==> src/sv/wis_pkg.sv <==
// types and codes shared by the weighted index select block
`timescale 1ns / 1ps

package wis_pkg;

  // command codes of an input transaction
  typedef enum logic [1:0] {
    CMD_CLEAR = 2'd0,
    CMD_LOAD  = 2'd1,
    CMD_DRAW  = 2'd2
  } cmd_e;

  // status codes of a draw result
  typedef enum logic [1:0] {
    STAT_OK    = 2'd0,
    STAT_EMPTY = 2'd1,
    STAT_NEG   = 2'd2,
    STAT_OVF   = 2'd3
  } stat_e;

  // control sequencer states
  typedef enum logic [1:0] {
    ST_IDLE,
    ST_MULT,
    ST_SCAN,
    ST_EMIT
  } state_e;

  localparam int unsigned WEIGHT_W = 16;
  localparam int unsigned FRAC_W   = 32;
  localparam int unsigned INDEX_W  = 6;

  // input transaction payload
  typedef struct packed {
    logic [1:0]                 command;
    logic signed [WEIGHT_W-1:0] weight;
    logic [FRAC_W-1:0]          random_fraction;
  } wis_in_t;

  // result transaction payload
  typedef struct packed {
    logic [INDEX_W-1:0] index;
    logic [1:0]         status;
  } wis_out_t;

endpackage

==> src/sv/weighted_index_select.sv <==
// weighted index select: roulette-wheel selection over a table of q8.8 weights
`timescale 1ns / 1ps

// Roulette-wheel selector. A clear transaction empties the table and the error
// flags, a load transaction appends one Q8.8 weight (negative weights and loads
// into a full table only raise a sticky flag), and a draw transaction returns
// one result: the first entry whose running sum exceeds
// (random_fraction * total) >> 32, or a uniform pick over the entries when all
// weights are zero. Clear, load and unused commands give no result and leave
// the sequencer in idle. A draw that hits an error flag or an empty table goes
// from idle straight to the emit state; a zero-total draw passes through the
// multiply state first; a normal draw also scans the entries up to the
// selected index. The draw time is set by the scan, which reads the weight
// ram one entry per cycle through its single read port after the multiply
// state. A new transaction is taken once the previous draw has placed its
// result in the output register, which may still be waiting for the consumer.
module weighted_index_select
  import wis_pkg::*;
#(
  parameter int unsigned MAX_ENTRIES = 64
) (
  input  logic     clk_i,
  input  logic     rst_ni,
  input  logic     in_valid_i,
  output logic     in_ready_o,
  input  wis_in_t  in_data_i,
  output logic     out_valid_o,
  input  logic     out_ready_i,
  output wis_out_t out_data_o
);

  localparam int unsigned IDX_W  = $clog2(MAX_ENTRIES);
  localparam int unsigned CNT_W  = $clog2(MAX_ENTRIES + 1);
  localparam int unsigned TOT_W  = CNT_W + WEIGHT_W - 1;
  localparam int unsigned PROD_W = FRAC_W + TOT_W;
  localparam logic [CNT_W-1:0] MaxCnt = CNT_W'(MAX_ENTRIES);

  state_e             state_q, state_d;
  logic [CNT_W-1:0]   count_q, count_d;
  logic [TOT_W-1:0]   total_q, total_d;
  logic               neg_q, neg_d;
  logic               ovf_q, ovf_d;
  logic [FRAC_W-1:0]  frac_q, frac_d;
  logic [TOT_W-1:0]   target_q, target_d;
  logic [TOT_W-1:0]   accum_q, accum_d;
  logic [IDX_W-1:0]   scan_idx_q, scan_idx_d;
  logic [IDX_W-1:0]   last_nz_q, last_nz_d;
  logic [IDX_W-1:0]   res_idx_q, res_idx_d;
  stat_e              res_stat_q, res_stat_d;
  logic               out_valid_q, out_valid_d;
  wis_out_t           out_data_q, out_data_d;

  logic                ram_we;
  logic [IDX_W-1:0]    ram_raddr;
  logic [WEIGHT_W-1:0] ram_rdata;
  logic [TOT_W-1:0]    mul_op;
  logic [PROD_W-1:0]   prod;
  logic [TOT_W-1:0]    sum;
  logic                in_fire;
  logic [IDX_W+INDEX_W-1:0] idx_ext;

  // weight store
  wis_ram #(
    .WIDTH (WEIGHT_W),
    .DEPTH (MAX_ENTRIES)
  ) u_weight_ram (
    .clk_i   (clk_i),
    .we_i    (ram_we),
    .waddr_i (count_q[IDX_W-1:0]),
    .wdata_i (in_data_i.weight),
    .raddr_i (ram_raddr),
    .rdata_o (ram_rdata)
  );

  assign in_ready_o = (state_q == ST_IDLE);
  assign in_fire    = in_valid_i && in_ready_o;

  // the only write happens in idle, read data is used only outside idle, so no forwarding
  assign ram_we = in_fire && (cmd_e'(in_data_i.command) == CMD_LOAD) &&
                  !in_data_i.weight[WEIGHT_W-1] && (count_q != MaxCnt);

  // shared multiplier: target for a weighted draw, uniform pick otherwise
  assign mul_op = (total_q == '0) ? TOT_W'(count_q) : total_q;
  assign prod   = PROD_W'(frac_q) * PROD_W'(mul_op);

  // running sum of the scan
  assign sum = accum_q + TOT_W'(ram_rdata);

  // result index carries the low six bits of the entry number
  assign idx_ext = {{INDEX_W{1'b0}}, res_idx_q};

  // next state and datapath
  always_comb begin
    state_d     = state_q;
    count_d     = count_q;
    total_d     = total_q;
    neg_d       = neg_q;
    ovf_d       = ovf_q;
    frac_d      = frac_q;
    target_d    = target_q;
    accum_d     = accum_q;
    scan_idx_d  = scan_idx_q;
    last_nz_d   = last_nz_q;
    res_idx_d   = res_idx_q;
    res_stat_d  = res_stat_q;
    out_valid_d = out_valid_q && !out_ready_i;
    out_data_d  = out_data_q;
    ram_raddr   = scan_idx_q + IDX_W'(1);

    case (state_q)
      ST_IDLE: begin
        ram_raddr = '0;
        if (in_fire) begin
          case (cmd_e'(in_data_i.command))
            CMD_CLEAR: begin
              count_d = '0;
              total_d = '0;
              neg_d   = 1'b0;
              ovf_d   = 1'b0;
            end
            CMD_LOAD: begin
              if (in_data_i.weight[WEIGHT_W-1]) begin
                neg_d = 1'b1;
              end else if (count_q == MaxCnt) begin
                ovf_d = 1'b1;
              end else begin
                total_d = total_q + TOT_W'(in_data_i.weight[WEIGHT_W-2:0]);
                count_d = count_q + CNT_W'(1);
              end
            end
            CMD_DRAW: begin
              frac_d    = in_data_i.random_fraction;
              res_idx_d = '0;
              if (count_q == '0) begin
                res_stat_d = STAT_EMPTY;
                state_d    = ST_EMIT;
              end else if (neg_q) begin
                res_stat_d = STAT_NEG;
                state_d    = ST_EMIT;
              end else if (ovf_q) begin
                res_stat_d = STAT_OVF;
                state_d    = ST_EMIT;
              end else begin
                res_stat_d = STAT_OK;
                state_d    = ST_MULT;
              end
            end
            default: ;
          endcase
        end
      end

      ST_MULT: begin
        // read of entry 0 goes out while the product is formed
        ram_raddr  = '0;
        target_d   = prod[FRAC_W +: TOT_W];
        accum_d    = '0;
        scan_idx_d = '0;
        last_nz_d  = IDX_W'(count_q - CNT_W'(1));
        if (total_q == '0) begin
          res_idx_d = prod[FRAC_W +: IDX_W];
          state_d   = ST_EMIT;
        end else begin
          state_d = ST_SCAN;
        end
      end

      ST_SCAN: begin
        accum_d    = sum;
        scan_idx_d = scan_idx_q + IDX_W'(1);
        if (ram_rdata != '0) begin
          last_nz_d = scan_idx_q;
        end
        if (target_q < sum) begin
          res_idx_d = scan_idx_q;
          state_d   = ST_EMIT;
        end else if (CNT_W'(scan_idx_q) == count_q - CNT_W'(1)) begin
          // nothing exceeded the target: fall back to the last nonzero entry
          res_idx_d = (ram_rdata != '0) ? scan_idx_q : last_nz_q;
          state_d   = ST_EMIT;
        end
      end

      ST_EMIT: begin
        if (!out_valid_q || out_ready_i) begin
          out_valid_d       = 1'b1;
          out_data_d.index  = idx_ext[INDEX_W-1:0];
          out_data_d.status = res_stat_q;
          state_d           = ST_IDLE;
        end
      end

      default: state_d = ST_IDLE;
    endcase
  end

  // control registers
  always_ff @(posedge clk_i or negedge rst_ni) begin
    if (!rst_ni) begin
      state_q     <= ST_IDLE;
      count_q     <= '0;
      total_q     <= '0;
      neg_q       <= 1'b0;
      ovf_q       <= 1'b0;
      out_valid_q <= 1'b0;
    end else begin
      state_q     <= state_d;
      count_q     <= count_d;
      total_q     <= total_d;
      neg_q       <= neg_d;
      ovf_q       <= ovf_d;
      out_valid_q <= out_valid_d;
    end
  end

  // datapath registers
  always_ff @(posedge clk_i) begin
    frac_q     <= frac_d;
    target_q   <= target_d;
    accum_q    <= accum_d;
    scan_idx_q <= scan_idx_d;
    last_nz_q  <= last_nz_d;
    res_idx_q  <= res_idx_d;
    res_stat_q <= res_stat_d;
    out_data_q <= out_data_d;
  end

  assign out_valid_o = out_valid_q;
  assign out_data_o  = out_data_q;

  // table never holds more entries than its depth
  assert property (@(posedge clk_i) disable iff (!rst_ni) count_q <= MaxCnt)
    else $error("entry count beyond table depth");

  // an empty table has a zero total
  assert property (@(posedge clk_i) disable iff (!rst_ni)
    count_q == '0 |-> total_q == '0)
    else $error("nonzero total with empty table");

  // the scan never reads past the loaded entries
  assert property (@(posedge clk_i) disable iff (!rst_ni)
    state_q == ST_SCAN |-> CNT_W'(scan_idx_q) < count_q)
    else $error("scan beyond entry count");

  // weight ram is written only while no draw is in flight
  assert property (@(posedge clk_i) disable iff (!rst_ni)
    ram_we |-> state_q == ST_IDLE)
    else $error("weight write during a draw");

  // a new result appears only out of the emit state
  assert property (@(posedge clk_i) disable iff (!rst_ni)
    $rose(out_valid_q) |-> $past(state_q == ST_EMIT))
    else $error("result raised outside emit");

endmodule

==> src/sv/wis_ram.sv <==
// generic single write port, single read port ram with registered read
`timescale 1ns / 1ps

module wis_ram #(
  parameter int unsigned WIDTH = 16,
  parameter int unsigned DEPTH = 64
) (
  input  logic                     clk_i,
  input  logic                     we_i,
  input  logic [$clog2(DEPTH)-1:0] waddr_i,
  input  logic [WIDTH-1:0]         wdata_i,
  input  logic [$clog2(DEPTH)-1:0] raddr_i,
  output logic [WIDTH-1:0]         rdata_o
);

  logic [WIDTH-1:0] mem_q [DEPTH];
  logic [WIDTH-1:0] rdata_q;

  // write port
  always_ff @(posedge clk_i) begin
    if (we_i) begin
      mem_q[waddr_i] <= wdata_i;
    end
  end

  // registered read port
  always_ff @(posedge clk_i) begin
    rdata_q <= mem_q[raddr_i];
  end

  assign rdata_o = rdata_q;

endmodule
==> config.mk <==
export PLATFORM = sky130hd
export DESIGN_NAME = weighted_index_select
export DESIGN_NICKNAME = d
export VERILOG_FILES = /design/src/sv/wis_pkg.sv /design/src/sv/weighted_index_select.sv /design/src/sv/wis_ram.sv
export SDC_FILE = /design/constraint.sdc
export NUM_CORES = 2
export LEC_CHECK = 0
export BUFFER_PORTS_ARGS = -buffer_cell sky130_fd_sc_hd__clkbuf_2
export CAP_MARGIN = 0
export CORE_MARGIN = 2
export CORE_UTILIZATION = 53
export CTS_CLUSTER_SIZE = 8
export DETAILED_ROUTE_END_ITERATION = 10
export PLACE_DENSITY = 0.7
export SLEW_MARGIN = 15
export SYNTH_ARGS = -nofsm -noshare
export SYNTH_HDL_FRONTEND = slang
export SYNTH_HIERARCHICAL = 1
export SYNTH_SLANG_ARGS = --single-unit
export TNS_END_PERCENT = 20
==> constraint.sdc <==
create_clock -name clk_i -period 23.5 [get_ports clk_i]
set_input_delay 7.05 -clock clk_i [delete_from_list [all_inputs] [get_ports clk_i]]
set_output_delay 7.05 -clock clk_i [all_outputs]
set_load 0.02 [all_outputs]
* After elaboration in Yosys (flattened, before gate mapping) *
Memory sizes are Yosys's and may differ from the RTL's. A register that Yosys moved wholly into a read port is not among the register bits.
Cells that the tools add are included.
W data, S select, Z words.

operators by class
  add/subtract/negate cells = 5
  multipliers = 1
  magnitude comparators = 1
  eq/ne operators = 17
  muxes and demuxes = 39
  reduce and logical (&&, ||, !) cells = 25

operators with widths
  cell                   count
  $pmux W22 S2           2
  $mux W22               3
  $mul A32 B22 Y54       1
  $mux W6                7
  $pmux W6 S2            2
  $add A22 B15 Y22       1
  $add A22 B16 Y22       1
  $logic_not A22 Y1      1
  $lt A22 B22 Y1         1
  $mux W2                10
  $pmux W6 S3            1
  $reduce_bool A16 Y1    1
  $reduce_and A5 Y1      3
  $mux W7                2
  $pmux W7 S2            1
  $ne A2 B2 Y1 const B   5
  $mux W1                8
  $pmux W2 S4            1
  $reduce_and A4 Y1      2
  $add A7 B1 Y7 const B  1
  $eq A6 B7 Y1           1
  $eq A7 B7 Y1 const B   1
  $logic_not A7 Y1       1
  $ne A7 B7 Y1 const B   1
  16 further kinds       30

storage, ports and cells
  flip-flop bits (word level) = 138
  RAM bits = 1,024
  input port bits = 54
  output and inout bits = 10
  logic and storage cells = 104
  memories = 1

memory list
  memory              depth  bits a word  read ports  clocked after Yosys merged registers in  wr ports  RTL line       source
  u_weight_ram.mem_q  64     16           1           1                                        1         wis_ram.sv:16  logic [WIDTH-1:0] mem_q [DEPTH];

* Longest topological paths before layout *
  depth after elaboration = 7
  mapped depth = 32
  depth with buffers taken out = 29

* Hierarchy *
Netlist, hierarchy kept.

by module, submodules not included
  module                 instances  cells each  area each (um2)  seq. area each (um2)
  wis_ram                1          1,829       40,042.2         31,069.8
  weighted_index_select  1          3,000       28,552.4         3,973.8

* Worst setup path before layout *
No wires, ideal clock.

  path kind = input to register
  start point = input in_valid_i
  end point = memory u_weight_ram.mem_q[48][0] (enable)
  library setup time = 0.409 ns
  arrival = 9.833 ns
  data required time = 23.091 ns
  setup slack = 13.258 ns
  stages = 9
  path buffers = 1
  path through = nand2_1 or2_2 nor2_1 nand2_1 nor2_1 clkbuf_1 nor2b_1 nand4b_1 nor3_1

on the way
  longest elaborated chain between the ends = 6

ends and longest elaborated chain
  item                              RTL line                     source
  start: declaration                weighted_index_select.sv:24  input logic in_valid_i,
  $logic_and A1 B1 Y1               weighted_index_select.sv:76  assign in_fire = in_valid_i && in_ready_o;
  $logic_and A1 B1 Y1 (2 in a row)  weighted_index_select.sv:79  assign ram_we = in_fire && (cmd_e'(in_data_i.command) == CMD_LOAD) &&
  $logic_and A1 B1 Y1               weighted_index_select.sv:80  !in_data_i.weight[WEIGHT_W-1] && (count_q != MaxCnt);
  via ram_we                        weighted_index_select.sv:53  logic ram_we;
  $mux W1                           wis_ram.sv:21                if (we_i) begin
  $mux W1 (implied by the code)     wis_ram.sv:22                mem_q[waddr_i] <= wdata_i;
  end: declaration                  wis_ram.sv:16

The timed path passes the listed nets, and every way through them passes these cells.

* Worst setup path in the final report *
  start point = register total_q[17]
  end point = register target_q[20], data pin

on the way
  longest elaborated chain between the ends = 3

ends and longest elaborated chain
  item                      RTL line                      source
  start: declaration        weighted_index_select.sv:40   logic [TOT_W-1:0] total_q, total_d;
  start signal: assignment  weighted_index_select.sv:209  total_q <= total_d;
  $logic_not A22 Y1         weighted_index_select.sv:83   assign mul_op = (total_q == '0) ? TOT_W'(count_q) : total_q;
  $mux W22 *                weighted_index_select.sv:83
  $mul A32 B22 Y54 *        weighted_index_select.sv:84   assign prod = PROD_W'(frac_q) * PROD_W'(mul_op);
  via prod[52]              weighted_index_select.sv:57   logic [PROD_W-1:0] prod;
  end signal: assignment    weighted_index_select.sv:219  target_q <= target_d;
  end: declaration          weighted_index_select.sv:44   logic [TOT_W-1:0] target_q, target_d;

The timed path passes the listed nets; every way through them passes the cells marked *.
A chain may end at the register's enable or synchronous reset.

==> results_dict.tcl <==
set metrics [dict create \
    outcome "completed" \
    cts-root-buf "clkbuf_16" \
    setup.worst_path.start "total_q[17]" \
    wl_per_cell_um 25.3 \
    hold_violations 0 \
    synth_top_cells_by_count "edfxtp_1 (1128), fa_1 (598), inv_1 (584)" \
    async_flop_share 0.0289 \
    grt_util_all_layers 0.265 \
    first_iter_violations 4095 \
    cts_max_level 4 \
    postCtsSetupRepairBufs 0 \
    core_area_mm2 0.128 \
    first_pass_iters 6 \
    clk_latency_ps 800 \
    hold_buffers 0 \
    synth_warnings 6 \
    grt_first_pass_wirelength_um 261000 \
    antenna_left 0 \
    timing.final.crit_share 0.429 \
    synth_cell_types 82 \
    synthTopCellsByArea "edfxtp_1 (49%), fa_1 (17%), mux4_2 (7.2%)" \
    yosysTopAreaCellShare 0.494 \
    cap_violations 0 \
    rows 131 \
    hpwl_um 110000 \
    area_delta_synth_final_pct 10.5 \
    synth_cells 4829 \
    crit_type "reg2reg" \
    grt_setup_unrepaired "false" \
    min_from "res_stat_q[1]" \
    synth-main-ff-cell "edfxtp_1" \
    cts_num_sinks 1178 \
    end_kind "flop" \
    rr_startpoint "total_q[17]" \
    fmax_mhz 99.1 \
    fin_ws_ps 13410 \
    fin_tns_setup_ps 0 \
    grt_remaining_overflow 0 \
    wl_um 171000 \
    cts_tree "done" \
    fillCellCount 9633 \
    drc_errors 0 \
    final_max_slew_viol_count 0 \
    hp-class "reg2reg" \
    via_per_inst 6.01 \
    tightest_slew_ps 1290 \
    routabilityCongestion 0.869 \
    setup_violations 0 \
    fin_hold_ws_ps 418 \
    die_area_mm2 0.132 \
    cts_resized 0 \
    yosysSeqAreaShare 0.511 \
    drive_above_1_share 0.138 \
    yosysMostFrequentCell "edfxtp_1" \
    grt_antenna_before_repair 12 \
    fin_skew_ps 62.2 \
    worst-path-max-fanout 35 \
    grt_pass1_vias 42300 \
    dpl_worst_slack_ps 12980 \
    die_x_um 364 \
    finalCriticalPeriod_ps 10090 \
    required_ps 24010 \
    slew_headroom 0.143 \
    start_util 0.536 \
    diodes 0 \
    synth_edf_count 1128 \
    dieHeight_um 364 \
    syn-num-nets 5707 \
    synth_area_leader_cell "edfxtp_1" \
    nets 5836 \
    synth_area_per_cell_um2 14.2 \
    clockBufferDepth 3 \
    ios 64 \
    worstSetupStartpointType "flop" \
    critical_path_arrival_ps 10600 \
    grt_max_degree 120 \
    vias 40500 \
    io_buffers 63 \
    clkTransAtPathRegs_ps 60 \
    mappedNetlistArea_mm2 0.0686 \
    ys_seq_elements 1178 \
    cts_buffers 166 \
]
-- worst max-delay path, cell delays in order (launching register included) --
cell       delay [ps]
dfrtp_1           360
buf_4             280
or4_4             600
nor3_4            160
and3_1            400
a21o_1            170
buf_4             420
and2_1            220
fa_1              440
fa_1              510
inv_1              50
fa_1              470
inv_1              50
fa_1              490
fa_1              580
fa_1              440
fa_1              440
ha_1              330
a21oi_1           130
a21boi_0           90
a2111oi_0         800
a41oi_1           360
nor4_2            750
nor4_4            120
nor4_1            590
o21ai_2           170
a41oi_1           270
xnor2_1            90
-- worst paths after layout --
path                                 end  slack (ps)  cells after the start
max                         target_q[20]       13410                     27
min                        out_data_o[1]         420                      0
max reg2reg                 target_q[20]       13410                     27
min reg2reg                out_data_o[1]         420                      0
max in group asynchronous     total_q[1]       16400                      1
min in group asynchronous    out_valid_o        6430                      1
-- cell type report --
type / count / area (µm²) / share of cell area
Inverter: 584 / 2190 / 0.0289
Clock inverter: 19 / 448 / 0.00591
Tap cell: 1729 / 2160 / 0.0285
Timing Repair Buffer: 222 / 1580 / 0.0208
Multi-Input combinational cell: 2806 / 30100 / 0.397
Clock buffer: 198 / 4270 / 0.0564
Sequential cell: 1178 / 35000 / 0.462
-- state kept, by name (all words and copies together), names as in the netlist --
register and count:
res_idx_q 6, scan_idx_q 6, u_weight_ram/mem_q 1024, out_data_o 8, res_stat_q 2, u_weight_ram/rdata_o 16
frac_q 32, target_q 22, neg_q 1, total_q 22, out_valid_o 1, accum_q 22
count_q 7, ovf_q 1, last_nz_q 6, state_q 2
-- metrics by stage --
step | cells | cell area [µm²] | util
after global placement | 6518 | 71000 | 0.555
after CTS | 6736 | 75800 | 0.592
final | 6736 | 75800 | 0.592
after global routing | 6736 | 75800 | 0.592
after floorplan | 4829 | 68600 | -
after detailed placement | 6519 | 71100 | 0.555
-- layer usage --
layer,GRT usage,up-vias,share of wire
li1,-,17000,-
met2,0.412,1946,0.47
met1,0.372,21200,0.40
met5,0,-,0.00021
met4,0.0959,6,0.036
met3,0.0567,360,0.093
-- cell families (layout without fill, tap and decap cells) --
logic type | count (synthesis) | count (layout) | share of synthesized area
buffers and inverters | 845 | 1023 | 0.0514
AOI/OAI and AO/OA | 367 | 367 | 0.0369
adders and majority gates | 824 | 824 | 0.216
and+or+nand+nor | 1189 | 1189 | 0.0827
DFF | 1178 | 1178 | 0.511
muxes | 351 | 351 | 0.0928
xor gates and xnor gates | 75 | 75 | 0.00958
-- layout by cell type (no fill, tap or decap), types with 10 or more instances in the layout --
| master | n |
|---|---|
| edfxtp_1 | 1128 |
| a22oi_1 | 39 |
| a41oi_1 | 10 |
| buf_4 | 154 |
| a211oi_1 | 14 |
| and2_1 | 248 |
| nand4_1 | 28 |
| a211o_1 | 12 |
| and3_1 | 15 |
| inv_1 | 584 |
| ha_1 | 226 |
| nand3_1 | 50 |
| clkbuf_16 | 166 |
| nor4_1 | 15 |
| nand2b_1 | 12 |
| mux4_2 | 220 |
| a221oi_1 | 18 |
| mux2i_1 | 100 |
| xor2_1 | 29 |
| fa_1 | 598 |
| a21oi_1 | 93 |
| a22o_1 | 17 |
| xnor2_1 | 46 |
| nor2_1 | 153 |
| clkbuf_1 | 32 |
| nor2b_1 | 44 |
| dfxtp_1 | 16 |
| clkbuf_2 | 63 |
| a31oi_1 | 14 |
| o21bai_1 | 11 |
| nand2_1 | 557 |
| mux2_2 | 27 |
| o21ai_0 | 37 |
| dfrtp_1 | 34 |
| a21o_1 | 45 |
| clkinv_16 | 11 |
Power is left out: the tool's default activity adds up to more than one toggle a clock period on the data nets, which glitch-free logic cannot reach.
